### config.mk
export PLATFORM = sky130hd
export DESIGN_NAME = ffba_ctrl
export DESIGN_NICKNAME = d
export VERILOG_FILES = /design/src/rtl/core/first_fit_block_allocator_defines.svh /design/src/rtl/core/ffba_pkg.sv /design/src/rtl/core/ffba_ctrl.sv
export SDC_FILE = /design/constraint.sdc
export NUM_CORES = 1
export LEC_CHECK = 0
export ABC_AREA = 1
export BUFFER_PORTS_ARGS = -buffer_cell sky130_fd_sc_hd__buf_2
export CAP_MARGIN = 0
export CORE_MARGIN = 2
export CORE_UTILIZATION = 33
export DETAILED_ROUTE_END_ITERATION = 8
export GPL_ROUTABILITY_DRIVEN = 0
export PLACE_DENSITY = 0.71
export RECOVER_POWER = 50
export SLEW_MARGIN = 10
export SYNTH_ARGS = -nofsm -noshare
export SYNTH_HDL_FRONTEND = slang
export SYNTH_SLANG_ARGS = --single-unit
### constraint.sdc
create_clock -name clk_i -period 3.3 [get_ports clk_i]
set_clock_uncertainty 0.05 [all_clocks]
set_input_delay 0.165 -clock clk_i [delete_from_list [all_inputs] [get_ports clk_i]]
set_output_delay 0.165 -clock clk_i [all_outputs]
set_load 0.01 [all_outputs]
### src/rtl/core/first_fit_block_allocator_defines.svh
// Assertion helpers used by the allocator datapath.
// Every property is sampled on clk_i and is disabled while rst_ni is low.
`ifndef FIRST_FIT_BLOCK_ALLOCATOR_DEFINES_SVH
`define FIRST_FIT_BLOCK_ALLOCATOR_DEFINES_SVH

`define FFBA_ASSERT(lbl, prop, msg) \
  lbl: assert property (@(posedge clk_i) disable iff (!rst_ni) prop) \
    else $error(msg);

`define FFBA_ASSERT_NEXT(lbl, pre, post, msg) \
  lbl: assert property (@(posedge clk_i) disable iff (!rst_ni) (pre) |=> (post)) \
    else $error(msg);

`endif

### src/rtl/core/ffba_pkg.sv
`default_nettype none

package ffba_pkg;

  localparam int MemSizeDef = 4096;
  localparam int ReqW       = 13;
  localparam int OffW       = 12;
  localparam int StW        = 3;

  localparam logic ModeAlloc = 1'b0;
  localparam logic ModeFree  = 1'b1;

  typedef enum logic [StW-1:0] {
    ST_OK        = 3'd0,
    ST_NOT_READY = 3'd1,
    ST_NO_GAP    = 3'd2,
    ST_NO_BLOCK  = 3'd3,
    ST_ZERO_SIZE = 3'd4
  } status_e;

  typedef struct packed {
    logic    clr;
    logic    start;
    logic    scan;
    logic    wr_alloc;
    logic    wr_free;
    logic    set_res;
    status_e code;
    logic    push;
  } ffba_cmd_t;

  typedef struct packed {
    logic arena_rdy;
    logic in_mode;
    logic in_zero;
    logic in_oob;
    logic scan_win;
    logic scan_end;
    logic blk_used;
    logic clr_last;
    logic out_free;
  } ffba_stat_t;

endpackage

`default_nettype wire

### src/rtl/core/ffba_ctrl.sv
`default_nettype none

module ffba_ctrl import ffba_pkg::*; (
  input  logic       clk_i,
  input  logic       rst_ni,
  input  logic       req_valid_i,
  output logic       req_ready_o,
  input  ffba_stat_t stat_i,
  output ffba_cmd_t  cmd_o
);

  typedef enum logic [5:0] {
    S_CLEAR   = 6'b000001,
    S_IDLE    = 6'b000010,
    S_SCAN    = 6'b000100,
    S_FREE_EV = 6'b001000,
    S_WRITE   = 6'b010000,
    S_DONE    = 6'b100000
  } state_e;

  state_e state_q, state_d;
  logic   accept;

  assign req_ready_o = (state_q == S_IDLE);
  assign accept      = req_valid_i && req_ready_o;

  always_comb begin
    state_d      = state_q;
    cmd_o        = '0;
    cmd_o.code   = ST_OK;
    case (state_q)
      S_CLEAR: begin
        cmd_o.clr = 1'b1;
        if (stat_i.clr_last) begin
          state_d = S_IDLE;
        end
      end
      S_IDLE: begin
        if (accept) begin
          if (!stat_i.arena_rdy) begin
            cmd_o.set_res = 1'b1;
            cmd_o.code    = ST_NOT_READY;
            state_d       = S_DONE;
          end else if (stat_i.in_mode == ModeAlloc) begin
            if (stat_i.in_zero) begin
              cmd_o.set_res = 1'b1;
              cmd_o.code    = ST_ZERO_SIZE;
              state_d       = S_DONE;
            end else begin
              cmd_o.start = 1'b1;
              state_d     = S_SCAN;
            end
          end else if (stat_i.in_oob) begin
            cmd_o.set_res = 1'b1;
            cmd_o.code    = ST_NO_BLOCK;
            state_d       = S_DONE;
          end else begin
            cmd_o.start = 1'b1;
            state_d     = S_FREE_EV;
          end
        end
      end
      S_SCAN: begin
        cmd_o.scan = 1'b1;
        if (stat_i.scan_win) begin
          state_d = S_WRITE;
        end else if (stat_i.scan_end) begin
          cmd_o.set_res = 1'b1;
          cmd_o.code    = ST_NO_GAP;
          state_d       = S_DONE;
        end
      end
      S_FREE_EV: begin
        cmd_o.set_res = 1'b1;
        state_d       = S_DONE;
        if (stat_i.blk_used) begin
          cmd_o.wr_free = 1'b1;
          cmd_o.code    = ST_OK;
        end else begin
          cmd_o.code = ST_NO_BLOCK;
        end
      end
      S_WRITE: begin
        cmd_o.wr_alloc = 1'b1;
        cmd_o.set_res  = 1'b1;
        cmd_o.code     = ST_OK;
        state_d        = S_DONE;
      end
      S_DONE: begin
        if (stat_i.out_free) begin
          cmd_o.push = 1'b1;
          state_d    = S_IDLE;
        end
      end
      default: begin
        state_d = S_IDLE;
      end
    endcase
  end

  always_ff @(posedge clk_i or negedge rst_ni) begin
    if (!rst_ni) begin
      state_q <= S_CLEAR;
    end else begin
      state_q <= state_d;
    end
  end

endmodule

`default_nettype wire

# Yosys cells after proc, flatten, opt, wreduce, memory -nomap -nowiden
# Cells that the tools add are included.
[word_totals] regBits=6 latch_bits=0 ramBits=0 mem_bits_ro=0 input_bits=12 output_inout_bits=11 word_cells=46 memories=0
[classes] add_sub_neg=0 n_mul=0 div_mod_pow=0 magnitude_cmp=0 eq_ne=10 shift=0 mux=32 bitwise_logic=0 n_reduce_logical=3
[op_table] operator="$mux 6" n=9
[op_table] operator="$pmux 6 s5" n=1
[op_table] operator="$mux 4" n=7
[op_table] operator="$pmux 4 s4" n=1
[op_table] operator="$mux 1" n=13
[op_table] operator="$eq 6x1->1 const B" n=1
[op_table] operator="$eq 6x2->1 const B" n=1
[op_table] operator="$eq 6x3->1 const B" n=1
[op_table] operator="$eq 6x4->1 const B" n=1
[op_table] operator="$eq 6x5->1 const B" n=1
[op_table] operator="$eq 6x6->1 const B" n=1
[op_table] operator="$ne 2x2->1 const B" n=2
[op_table] operator="$reduce_and 4->1" n=1
[op_table] operator="$ne 3x3->1 const B" n=1
[op_table] operator="$mux 2" n=1
[op_table] operator="$ne 2x1->1 const B" n=1
[op_table] operator="$reduce_or 2->1" n=1
[op_table] operator="$logic_and 1x1->1" n=1

# Longest topological paths before layout
[logic_depth] word_depth=5 depth_mapped=7 depth_no_buf=7

# Least setup slack after synthesis
# No wires, ideal clock.
[synth_path] kind="register to output" startpoint="register state_q[3]" endpoint="output cmd_o[3] (netlist name)" arrival_ns=1.121 path_slack_ns=1.964 stages_incl_launch_ff=6 cell_sequence="dfrtp_1 nor2_4 nand2_4 nor2_4 nand2_2 nor4_2"
[synth_rtl] element="from (decl)" line="ffba_ctrl.sv:21" text="state_e state_q, state_d;"
[synth_rtl] element="from (signal assigned)" line="ffba_ctrl.sv:105" text="state_q <= state_d;"
[synth_rtl] element="to (decl)" line="ffba_ctrl.sv:9" text="output ffba_cmd_t cmd_o"

==> impl_metrics.py <==
metrics = {
    "power_and_ir_drop": {
        "vdd_ir_drop_max_mv": 0.211,
        "p_per_area_nw_per_um2": 577,
        "power_uw": 379,
        "power.leakage_nw": 0.419,
    },
    "floorplanning": {
        "num_rows": 14,
        "die_y_um": 43.3,
        "die_area_um2": 1870,
        "die_w_um": 43.3,
        "initial_core_util_pct": 34.6,
        "core_um2": 1470,
        "io_pins": 23,
    },
    "clocking": {
        "cts-resized-gates": 0,
        "clock_latency_ns": 0.25,
        "cts-root-buf": "clkbuf_4",
        "cts_buffer_depth": 2,
        "cts_made_buffers": 3,
        "cts_tree": "done",
        "clkTransAtPathRegs_ns": 0.05,
        "h-tree-depth": 1,
        "clkSinkCount": 6,
    },
    "routing": {
        "vias_per_cell": 4.61,
        "antenna_left": 0,
        "wl_mm": 1.14,
        "avgRoutedWirePerCell_um": 9.61,
        "drc_errors": 0,
        "vias": 548,
        "dr.first_iter.drc_count": 16,
        "dr.pass1.iters": 4,
    },
    "cells_and_area": {
        "layout.cells.non_filler": 119,
        "layout_commonest_cell": "buf_2",
        "largest_register_ff_count": 6,
        "final_cell_mix": "buf_2 (21), nor2_1 (17), inv_1 (16)",
        "nNetsFinal": 116,
        "area_delta_synth_final_pct": 29.0,
        "multi_input_area_um2": 277,
        "regMostFlops": "state_q",
        "drive_above_1_share_pct": 31.1,
        "diodes": 0,
        "num-fill-cells": 166,
        "final-seq-area_um2": 151,
        "reg_top3": "state_q x6",
    },
    "global_routing": {
        "grt_usage_pct": 14.0,
        "antenna_found_initial": 0,
        "grt_max_degree": 7,
        "first_global_vias": 489,
        "grt-ovfl-total": 0,
        "grt_pass1_wl_mm": 1.89,
    },
    "place": {
        "placedCellCount": 114,
        "portBuffers": 22,
        "hpwlAfterDp_um": 950,
    },
    "critical_path": {
        "rr_worst_depth": 7,
        "endpoint_kind": "output port",
        "start_kind": "flop",
        "critPathKind": "reg2out",
        "worst-path-max-fanout": 6,
        "cp.required_ns": 3.08,
        "arrival_ns": 1.87,
    },
    "sta": {
        "setup_viol": 0,
        "period_needed_ns": 2.09,
        "hold_viol_final": 0,
        "finalSetupTns_ns": 0,
        "tightestPinTransition_ns": 0.478,
        "relSlewSlack_pct": 68.0,
        "fin_hold_ws_ns": 0.101,
        "slew_viol_final": 0,
        "fin_crit_sh_pct": 63.3,
        "rsz0062_at_grt": "no",
        "max_freq_mhz": 479,
    },
    "synth": {
        "yosysWarnings": 0,
        "syn-instance-count": 76,
        "syn_nets": 88,
        "seq_area_frac_synth_pct": 29.7,
        "synth.distinct_cells": 18,
        "syn_area_um2": 509,
        "avgSynthCellArea_um2": 6.70,
        "ys_ff_latch": 6,
    },
    "job": {
        "cap_violations": 0,
    },
    "status": {
        "status": "finished, final reports clean",
    },
    "min_path": {
        "holdPathStages": 3,
        "min_path_type": "in2reg",
    },
}
where the power goes:
| group | switching, mW | internal (mW) |
|---|---|---|
| Clock | 0.0285 | 0.0459 |
| Combinational | 0.126 | 0.0720 |
| Sequential | 0.0174 | 0.0897 |
| Total | 0.172 | 0.208 |
cell type report:
cell class                      count  share of cell area (%)
Inverter                           17                    9.71
Clock buffer                        4                    4.00
Timing Repair Buffer               23                    18.1
Tap cell                           16                    3.05
Sequential cell                     6                    23.0
Multi-Input combinational cell     53                    42.1
kinds of logic after synthesis:
kind of cell	after synthesis	share of synthesized area, %
AO/OA/AOI/OAI	4	3.93
buffers and inverters	17	12.5
flip-flops	6	29.7
AND/OR/NAND/NOR	49	53.8
timing repair:
action,in CTS,in global routing
hold endpoints to repair,6,0
hold buffers,1,0
endpoints found under the setup margin,0,0
setup buffers,0,0
metal layers:
| layer | wire, µm | share of wire [%] | GRT usage (%) | vias to the layer above |
|---|---|---|---|---|
| li1 | - | - | - | 297 |
| met2 | 550 | 48 | 23.3 | 20 |
| met1 | 482 | 42 | 15.4 | 226 |
| met4 | 36 | 3.1 | 10.9 | 0 |
| met3 | 74 | 6.5 | 2.55 | 5 |
| met5 | 0 | 0 | 0 | - |
through the flow:
stage | setup WS, ns | instance area (µm²) | util (%)
6_report | 1.21 | 657 | 44.6
5_1_grt | 1.08 | 657 | 44.6
4_1_cts | 1.56 | 676 | 45.9
3_5_place_dp | 1.84 | 639 | 43.5
3_3_place_gp | 1.86 | 639 | 43.5
2_1_floorplan | 1.96 | 509 | -
Yosys cell counts (all sizes together):
library cell / instances / area, µm²
nand3: 6 / 30.0
nor4: 1 / 12.5
nor2: 19 / 101
nor3: 2 / 15.0
o21ai: 4 / 20.0
dfstp: 1 / 26.3
nand2: 12 / 57.6
nand4: 7 / 43.8
or2: 1 / 6.26
nand3b: 1 / 7.51
dfrtp: 5 / 125
inv: 17 / 63.8
worst max-delay path, stage by stage (launching register included):
cell and delay (ns):
dfrtp_1 0.39, nor2_1 0.38, nand2_4 0.08, nor2_1 0.21
nand2_1 0.18, inv_2 0.09, nand3_1 0.07, nand3b_1 0.08
buf_2 0.13
path summary, 6_finish.rpt:
path                             from    endpoint  slack (ns)
hold reg to reg            state_q[2]  state_q[0]        0.62
setup reg to reg           state_q[4]  state_q[5]        1.70
setup / recovery           state_q[4]    cmd_o[2]        1.21
hold / removal              stat_i[4]  state_q[4]        0.10
max in group asynchronous      rst_ni  state_q[0]        2.62
min in group asynchronous      rst_ni  state_q[3]        0.28
No activity file was read; power rests on OpenSTA's default activity.
